## src/design/pab_pkg.sv

```systemverilog
// ----------------------------------------------------------------------------
// pab_pkg
// Shared types and constants for the two-bank stereo sample buffer.
// ----------------------------------------------------------------------------
package pab_pkg;

   // Frames per bank and bank count
   localparam int MAX_FRAMES = 8192;
   localparam int BANKS      = 2;

   // Derived widths
   localparam int FRAME_W  = $clog2(MAX_FRAMES);          // frame index in a bank
   localparam int BANK_W   = $clog2(BANKS);               // bank select
   localparam int ADDR_W   = BANK_W + FRAME_W;            // sample store address
   localparam int BLOCK_W  = FRAME_W + 1;                 // block size, read position
   localparam int SAMPLE_W = 16;
   localparam int WORD_W   = 2 * SAMPLE_W;                // one stereo frame
   localparam int DROP_W   = 32;

   localparam logic [BLOCK_W-1:0] BLOCK_RESET = BLOCK_W'(512);

   // Operation codes carried on req_tuser
   typedef enum logic [1:0] {
      OP_WRITE = 2'd0,
      OP_CLAIM = 2'd1,
      OP_READ  = 2'd2,
      OP_DRAIN = 2'd3
   } op_type;

   // Controller states
   typedef enum logic [1:0] {
      ST_SWEEP,
      ST_IDLE,
      ST_READ
   } state_type;

   // One request word, unpacked
   typedef struct packed {
      op_type                      op;
      logic [FRAME_W-1:0]          frame_index;
      logic signed [SAMPLE_W-1:0]  left_in;
      logic signed [SAMPLE_W-1:0]  right_in;
      logic                        suppress_drop;
   } item_type;

   // One response word, unpacked
   typedef struct packed {
      logic signed [SAMPLE_W-1:0]  left_out;
      logic signed [SAMPLE_W-1:0]  right_out;
      logic [DROP_W-1:0]           drop_count;
      logic                        request_flag;
      logic                        claim_error;
   } result_type;

   // Sample store access from the controller
   typedef struct packed {
      logic               wr_en;
      logic [ADDR_W-1:0]  wr_addr;
      logic [WORD_W-1:0]  wr_data;
      logic               rd_en;
      logic [ADDR_W-1:0]  rd_addr;
   } ram_cmd_type;

endpackage

```

## src/design/pab_ctrl.sv

```systemverilog
// ----------------------------------------------------------------------------
// pab_ctrl
// Bank, read position, request and drop bookkeeping; drives the sample
// store and sweeps the whole store to zero on reset and a bank on underrun.
// ----------------------------------------------------------------------------
module pab_ctrl (
   input  logic                      clock,
   input  logic                      reset,
   // request word
   input  logic                      req_valid,
   output logic                      req_ready,
   input  pab_pkg::item_type         item,
   // block size register write
   input  logic                      csr_valid,
   output logic                      csr_ready,
   input  logic [pab_pkg::BLOCK_W-1:0] csr_data,
   // result toward the output register
   input  logic                      out_free,
   output logic                      res_valid,
   output pab_pkg::result_type       res,
   // sample store
   output pab_pkg::ram_cmd_type      ram_cmd,
   input  logic [pab_pkg::WORD_W-1:0] ram_rdata
);
   import pab_pkg::*;

   state_type           state_ff, state_in;
   logic [BLOCK_W-1:0]  frames_cfg_ff, frames_cfg_in;
   logic [BANK_W-1:0]   front_ff, front_in;
   logic                pend_ff, pend_in;
   logic [DROP_W-1:0]   drops_ff, drops_in;
   logic [BLOCK_W-1:0]  rpos_ff, rpos_in;
   logic [ADDR_W-1:0]   clr_addr_ff, clr_addr_in;
   logic [ADDR_W-1:0]   clr_last_ff, clr_last_in;

   logic [BLOCK_W-1:0]  eff;
   logic [BLOCK_W-1:0]  eff_m1;
   logic                accept;
   logic                swap;
   logic [BANK_W-1:0]   back;
   logic [BANK_W-1:0]   rd_bank;
   logic [FRAME_W-1:0]  rd_frame;

   // effective block size: zero acts as one, clamp at bank size
   always_comb begin
      if (frames_cfg_ff == '0) begin
         eff = BLOCK_W'(1);
      end else if (frames_cfg_ff > BLOCK_W'(MAX_FRAMES)) begin
         eff = BLOCK_W'(MAX_FRAMES);
      end else begin
         eff = frames_cfg_ff;
      end
   end

   assign eff_m1    = eff - BLOCK_W'(1);
   assign req_ready = (state_ff == ST_IDLE) && out_free;
   assign accept    = req_valid && req_ready;
   assign csr_ready = 1'b1;
   assign swap      = (rpos_ff >= eff);
   assign back      = front_ff + BANK_W'(1);
   assign rd_bank   = swap ? back : front_ff;
   assign rd_frame  = swap ? '0 : rpos_ff[FRAME_W-1:0];

   // register update
   always_ff @(posedge clock) begin
      if (reset) begin
         state_ff      <= ST_SWEEP;
         frames_cfg_ff <= BLOCK_RESET;
         front_ff      <= '0;
         pend_ff       <= 1'b1;
         drops_ff      <= '0;
         rpos_ff       <= '0;
         clr_addr_ff   <= '0;
         clr_last_ff   <= '1;
      end else begin
         state_ff      <= state_in;
         frames_cfg_ff <= frames_cfg_in;
         front_ff      <= front_in;
         pend_ff       <= pend_in;
         drops_ff      <= drops_in;
         rpos_ff       <= rpos_in;
         clr_addr_ff   <= clr_addr_in;
         clr_last_ff   <= clr_last_in;
      end
   end

   // next state and outputs
   always_comb begin
      state_in      = state_ff;
      frames_cfg_in = csr_valid ? csr_data : frames_cfg_ff;
      front_in      = front_ff;
      pend_in       = pend_ff;
      drops_in      = drops_ff;
      rpos_in       = rpos_ff;
      clr_addr_in   = clr_addr_ff;
      clr_last_in   = clr_last_ff;

      res_valid        = 1'b0;
      res              = '0;
      res.request_flag = pend_ff;

      ram_cmd          = '0;

      unique case (state_ff)
         // zero fill, one entry per cycle
         ST_SWEEP: begin
            ram_cmd.wr_en   = 1'b1;
            ram_cmd.wr_addr = clr_addr_ff;
            clr_addr_in     = clr_addr_ff + ADDR_W'(1);
            if (clr_addr_ff == clr_last_ff) begin
               state_in = ST_IDLE;
            end
         end

         ST_IDLE: begin
            if (accept) begin
               unique case (item.op)
                  OP_WRITE: begin
                     res_valid = 1'b1;
                     if ({1'b0, item.frame_index} < eff) begin
                        ram_cmd.wr_en   = 1'b1;
                        ram_cmd.wr_addr = {back, item.frame_index};
                        ram_cmd.wr_data = {item.right_in, item.left_in};
                     end
                  end

                  OP_CLAIM: begin
                     res_valid        = 1'b1;
                     pend_in          = 1'b0;
                     res.request_flag = 1'b0;
                     res.claim_error  = ~pend_ff;
                  end

                  OP_READ: begin
                     if (swap && pend_ff) begin
                        // underrun: new front bank reads as zero, then sweep it
                        res_valid   = 1'b1;
                        front_in    = back;
                        rpos_in     = BLOCK_W'(1);
                        if (!item.suppress_drop) begin
                           drops_in = drops_ff + DROP_W'(1);
                        end
                        clr_addr_in = {back, {FRAME_W{1'b0}}};
                        clr_last_in = {back, eff_m1[FRAME_W-1:0]};
                        state_in    = ST_SWEEP;
                     end else begin
                        if (swap) begin
                           front_in = back;
                           pend_in  = 1'b1;
                        end
                        rpos_in         = {1'b0, rd_frame} + BLOCK_W'(1);
                        ram_cmd.rd_en   = 1'b1;
                        ram_cmd.rd_addr = {rd_bank, rd_frame};
                        state_in        = ST_READ;
                     end
                  end

                  OP_DRAIN: begin
                     res_valid      = 1'b1;
                     res.drop_count = drops_ff;
                     drops_in       = '0;
                  end

                  default: begin
                     res_valid = 1'b1;
                  end
               endcase
            end
         end

         // read data arrives from the store
         ST_READ: begin
            res_valid     = 1'b1;
            res.left_out  = ram_rdata[SAMPLE_W-1:0];
            res.right_out = ram_rdata[WORD_W-1:SAMPLE_W];
            state_in      = ST_IDLE;
         end

         default: begin
            state_in = ST_IDLE;
         end
      endcase
   end

endmodule

```

## config.mk

```make
export PLATFORM = sky130hd
export DESIGN_NAME = pab_ctrl
export DESIGN_NICKNAME = d
export VERILOG_FILES = /design/src/design/pab_pkg.sv /design/src/design/pab_ctrl.sv
export SDC_FILE = /design/constraint.sdc
export NUM_CORES = 1
export LEC_CHECK = 0
export BUFFER_PORTS_ARGS = -buffer_cell sky130_fd_sc_hd__clkbuf_2
export CAP_MARGIN = 0
export CELL_PAD_IN_SITES_DETAIL_PLACEMENT = 1
export CELL_PAD_IN_SITES_GLOBAL_PLACEMENT = 2
export CORE_ASPECT_RATIO = 1.5
export CORE_MARGIN = 2
export CORE_UTILIZATION = 28
export CTS_CLUSTER_DIAMETER = 100
export DETAILED_ROUTE_END_ITERATION = 8
export GPL_ROUTABILITY_DRIVEN = 0
export GPL_TIMING_DRIVEN = 1
export HOLD_SLACK_MARGIN = 0.15
export PLACE_DENSITY = 0.78
export SLEW_MARGIN = 30
export SYNTH_ARGS = -nofsm -noshare
export SYNTH_HDL_FRONTEND = slang
export SYNTH_SLANG_ARGS = --single-unit
```

## constraint.sdc

```tcl
create_clock -name clock -period 5.2 [get_ports clock]
set_input_delay 0.26 -clock clock [delete_from_list [all_inputs] [get_ports clock]]
set_output_delay 0.26 -clock clock [all_outputs]
set_load 0.05 [all_outputs]
```

[Word level (Yosys, flattened, before mapping)]
Index checks and enable logic that the tools add are counted.
Operators by class
  $add $sub $neg: 5
  magnitude comparators: 3
  eq/ne operators: 14
  multiplexer cells: 37
  bitwise operators: 1
  reduce and logical (&&, ||, !) cells: 16
Operators with widths (count)
  2-to-1 mux 47 bit: 3
  2-to-1 mux 32 bit: 4
  2-to-1 mux 14 bit: 6
  2-to-1 mux 34 bit: 2
  case mux 32 bit (2 select lines): 1
  2-to-1 mux 62 bit: 1
  adder 32 x 1 -> 32 bit (second input constant): 1
  2-to-1 mux 15 bit: 2
  case mux 15 bit (2 select lines): 1
  case mux 14 bit (2 select lines): 1
  adder 13 x 1 -> 14 bit (second input constant): 1
  adder 14 x 1 -> 14 bit (second input constant): 1
  == test 14 bit: 1
  greater-or-equal comparator 14 bit: 1
  > comparator 14 bit (second input constant): 1
  zero test 14 bit: 1
  < comparator 13 x 14 -> 1 bit: 1
  2-to-1 mux 13 bit: 1
  subtractor 13 x 1 -> 13 bit (second input constant): 1
  inequality test 2 bit (second input constant): 6
  2-to-1 mux 2 bit: 5
  AND reduction 5 bit: 2
  AND reduction 4 bit: 2
  == test 2 bit (second input constant): 3
  12 further kinds: 27
Storage, ports and cells
  flip-flop bits (word level): 92
  bits of input ports: 99
  output and inout port bits: 131
  word-level logic and storage cells: 84

[Longest topological paths before layout]
  word-level depth: 9
  depth in mapped cells: 21
  depth with buffers taken out: 18

[Worst setup path after synthesis]
No wires, ideal clock.
  kind: register -> register
  start point: register frames_cfg_ff[7]
  end point: register rpos_ff[12]
  data arrival time: 4342 ps
  data required time: 5109 ps
  setup slack: 767 ps
  cell stages (with the launch flop): 21
  period minus slack after synthesis: 4433 ps
  cells stage by stage: dfxtp_1 buf_2 nor4_4 nand3_2 o41ai_4 nand2_1 ha_1 o21ai_0 a211oi_1 a21o_1 buf_2 clkbuf_1 nor2_1 ha_1 and3_1 and3_1 and3_1 and3_1 nand3_1 nand2_1 a311oi_1
Between the ends
  longest elaborated chain between the ends: 7
RTL lines
  from (decl): line pab_ctrl.sv:28  | logic [BLOCK_W-1:0] frames_cfg_ff, frames_cfg_in;
  from (signal assigned): line pab_ctrl.sv:77  | frames_cfg_ff <= frames_cfg_in;
  > comparator 14 bit: line pab_ctrl.sv:48  | end else if (frames_cfg_ff > BLOCK_W'(MAX_FRAMES)) begin
  2-to-1 mux 14 bit: line pab_ctrl.sv:48
  2-to-1 mux 14 bit *: line pab_ctrl.sv:46  | if (frames_cfg_ff == '0) begin
  greater-or-equal comparator 14 bit *: line pab_ctrl.sv:59  | assign swap = (rpos_ff >= eff);
  2-to-1 mux 13 bit: line pab_ctrl.sv:62  | assign rd_frame = swap ? '0 : rpos_ff[FRAME_W-1:0];
  adder 13 x 1 -> 14 bit: line pab_ctrl.sv:151  | rpos_in = {1'b0, rd_frame} + BLOCK_W'(1);
  2-to-1 mux 14 bit *: line pab_ctrl.sv:135  | if (swap && pend_ff) begin
  to (signal assigned): line pab_ctrl.sv:81  | rpos_ff <= rpos_in;
  to (decl): line pab_ctrl.sv:32  | logic [BLOCK_W-1:0] rpos_ff, rpos_in;
Every way passes the cells marked *; elsewhere a longest branch is shown, timed or not.
A chain may end at the register's enable or synchronous reset.

[Worst setup path in the final report]
Same ends and word-level chain as after synthesis.

==> summary.md <==
| Metric | Value |
|---|---|
| Distinct cell type count after synthesis | 61 |
| Cell Pwr Density | 209 nW/um^2 |
| Syn nets | 934 |
| Status | completed |
| Kind of critical path | flop to flop |
| CTS clk-pin slew, worst paths | 0.07 ns |
| Worst setup SP type | flop |
| Multi-input logic area | 4180 sq um |
| Total track usage | 0.193 |
| Cell Rows | 67 |
| Commonest cells after routing, fill and taps aside | 228 x clkbuf_2, 102 x and2_1, 92 x dfxtp_1, 76 x nor2_1, 55 x nand2_1 |
| Die H | 188 um |
| Final Hold Vio Count | 0 |
| Yosys warns | 0 |
| Fillers | 2,735 |
| Pre-CTS WS | 0.531 ns |
| Ys async rst share | 0 |
| I/O pin count | 230 |
| Average cell area after synthesis | 7.85 sq um |
| Max-cap violations | 0 |
| TritonRoute pass-1 iters | 4 |
| First-pass GRT wire length | 36.9 mm |
| Seq/Total Area, Yosys | 0.292 |
| Max Clk Rate | 212 MHz |
| Pwr Total | 1.68 mW |
| Final setup margin | 0.482 ns |
| # DRC | 0 |
| CTS tree | done |
| Ys flop type | dfxtp_1 |
| RSZ-0062 raised after global routing | false |
| Detailed Place HPWL | 17.7 mm |
| Area growth syn-to-layout | 27.7% |
| Initial antenna violation count | 0 |
| Clk root buf | clkbuf_16 |
| Rel. slew slack | 0.450 |
| Setup_tns | 0 ns |
| Critical Path End Type | flop |
| Worst EP required | 5.46 ns |
| Synthesized area | 6300 sq um |
| Hold Path Class | primary input to flop |
| Number of diodes | 0 |
| Average wire per standard cell | 17.8 um |
| Congestion Overflow GR | 0 |
| Vias/cell | 5.17 |
| Postcts setup bufs | 0 |
| CTS buffer count | 9 |
| Final worst path period need | 4.72 ns |
| Clk_lat worst skew | 0.36 ns |
| DRT iter0 DRCs | 156 |
| Tcrit/Tclk final | 0.907 |
| CTS Buffer Depth | 2 |
| Worst Skew | 0.0112 ns |
| Buffers on Ports | 228 |
| Htree depth | 3 |
| Total Die Area | 23,700 sq um |
| Slew Viols, Final | 0 |
| Reg area | 1840 sq um |
| Final nets | 1,140 |
| Crit path arrival time | 4.97 ns |
| Commonest non-fill, non-tap cell in the layout | clkbuf_2 |
| Worst Tran Pin Value | 0.818 ns |
| #FFs+latches synth | 92 |
| Post-synth EDFFs | 0 |
| Chip Width | 126 um |
| Static leakage | 3.51 nW |
| Core Region | 22,200 sq um |
| Via count | 6,660 |
| DRT Wirelength | 22.9 mm |
| Setup violators final | 0 |
| Peak VDD IR | 0.000137 V |
| Number of routed nets with antenna violations | 0 |
| CTS Sinks | 92 |
| CP max FO | 9 |
| Pin count of the biggest net entering global routing | 50 |
| Vias in the first global route | 6,764 |
| Starting Density | 0.283 |
| Mapped Cells | 802 |
| Layout cell share with drive strength beyond 1 | 0.265 |
-- synth_stat cells, drive strengths merged, types with 2 or more instances --
master	count	area share
dfxtp	92	0.29
o211ai	2	0.0024
or3	5	0.0050
or4	8	0.0095
a211o	13	0.018
nor3b	2	0.0024
nand3	33	0.027
o21bai	2	0.0024
nand2	55	0.033
a2111oi	2	0.0028
o31ai	8	0.0095
and2	103	0.10
a32oi	2	0.0028
a21o	8	0.0095
nor3	16	0.013
o21ai	25	0.020
xor2	8	0.011
a41oi	5	0.0081
or2	4	0.0040
a22oi	2	0.0024
inv	15	0.0089
nor4	13	0.015
clkbuf	44	0.026
xnor2	39	0.054
buf	9	0.011
a311o	2	0.0032
a22o	14	0.019
and3	29	0.029
mux2i	14	0.022
nor2b	3	0.0030
nand3b	8	0.0095
a311oi	4	0.0056
a21oi	54	0.043
nor2	78	0.047
nand2b	3	0.0030
and4	7	0.010
a211oi	11	0.014
nand4	17	0.017
ha	33	0.066
-- final timing paths --
path	to	slack, ns	depth (start not counted)	startpoint
setup / recovery	rpos_ff[12]	0.48	17	frames_cfg_ff[7]
hold / removal	frames_cfg_ff[2]	0.16	3	csr_data[2]
setup reg to reg	rpos_ff[12]	0.48	17	frames_cfg_ff[7]
hold reg to reg	rpos_ff[13]	0.48	2	rpos_ff[13]
-- metrics by stage --
stage / std cells / utilization / cell area [sq um] / hold slack, ns
finish: 1289 / 0.362 / 8040 / 0.161
global route: 1289 / 0.362 / 8040 / 0.161
CTS: 1289 / 0.362 / 8040 / 0.152
detailed placement: 1262 / 0.344 / 7630 / 0.473
global placement: 1262 / 0.344 / 7630 / 0.463
floorplan: 802 / - / 6300 / 0.382
-- where the power goes --
group | total [mW] | internal (mW) | switching [mW]
Combinational | 0.264 | 0.0993 | 0.164
Clock | 0.682 | 0.375 | 0.307
Sequential | 0.739 | 0.717 | 0.0217
Total | 1.68 | 1.19 | 0.493
-- layer usage --
layer / vias to the layer above / part of all wire / global-route usage / wire [um]
met1: 3192 / 0.40 / 0.221 / 9220
met4: 0 / 0.024 / 0.0706 / 539
met5: - / 0 / 0 / 0
met2: 187 / 0.53 / 0.357 / 12100
met3: 25 / 0.046 / 0.0297 / 1050
li1: 3256 / - / - / -
-- registers in the layout, indices dropped and copies added (netlist names) --
name	cells
front_ff	1
frames_cfg_ff	14
state_ff	2
clr_last_ff	14
pend_ff	1
drops_ff	32
rpos_ff	14
clr_addr_ff	14
-- critical path, cell delays in order (launching register included) --
cell	delay, ns
dfxtp_1	0.41
nor4_4	0.42
nand3_2	0.25
o41ai_4	0.55
nand2_1	0.19
ha_1	0.32
a211o_1	0.29
a21oi_1	0.13
o211ai_1	0.20
a21oi_1	0.23
and2_1	0.16
ha_1	0.21
and3_1	0.20
and3_1	0.19
and3_1	0.20
and3_1	0.23
a41oi_1	0.14
a311oi_1	0.29
-- what timing repair did --
action                    4_1_cts  5_1_grt
hold buffers                   11        0
resized for setup               0        0
hold endpoints to repair       11        0
-- final cells by class --
| type | instances | share of cell area |
|---|---|---|
| Clock buffer | 9 | 0.0280 |
| Sequential cell | 92 | 0.229 |
| Tap cell | 276 | 0.0429 |
| Clock inverter | 7 | 0.00934 |
| Timing Repair Buffer | 248 | 0.164 |
| Multi-Input combinational cell | 642 | 0.520 |
| Inverter | 15 | 0.00700 |
-- kinds of logic after synthesis --
logic type / count (synthesis) / share of synthesized area
flip-flops: 92 / 0.292
XOR/XNOR: 47 / 0.0654
adder cells (fa/ha/maj): 33 / 0.0656
buffers and inverters: 68 / 0.0457
AO/OA/AOI/OAI: 160 / 0.174
other: 1 / 0.000595
multiplexers: 14 / 0.0223
AND/OR/NAND/NOR: 387 / 0.334
Note: power is estimated with default switching activity, not from simulation.
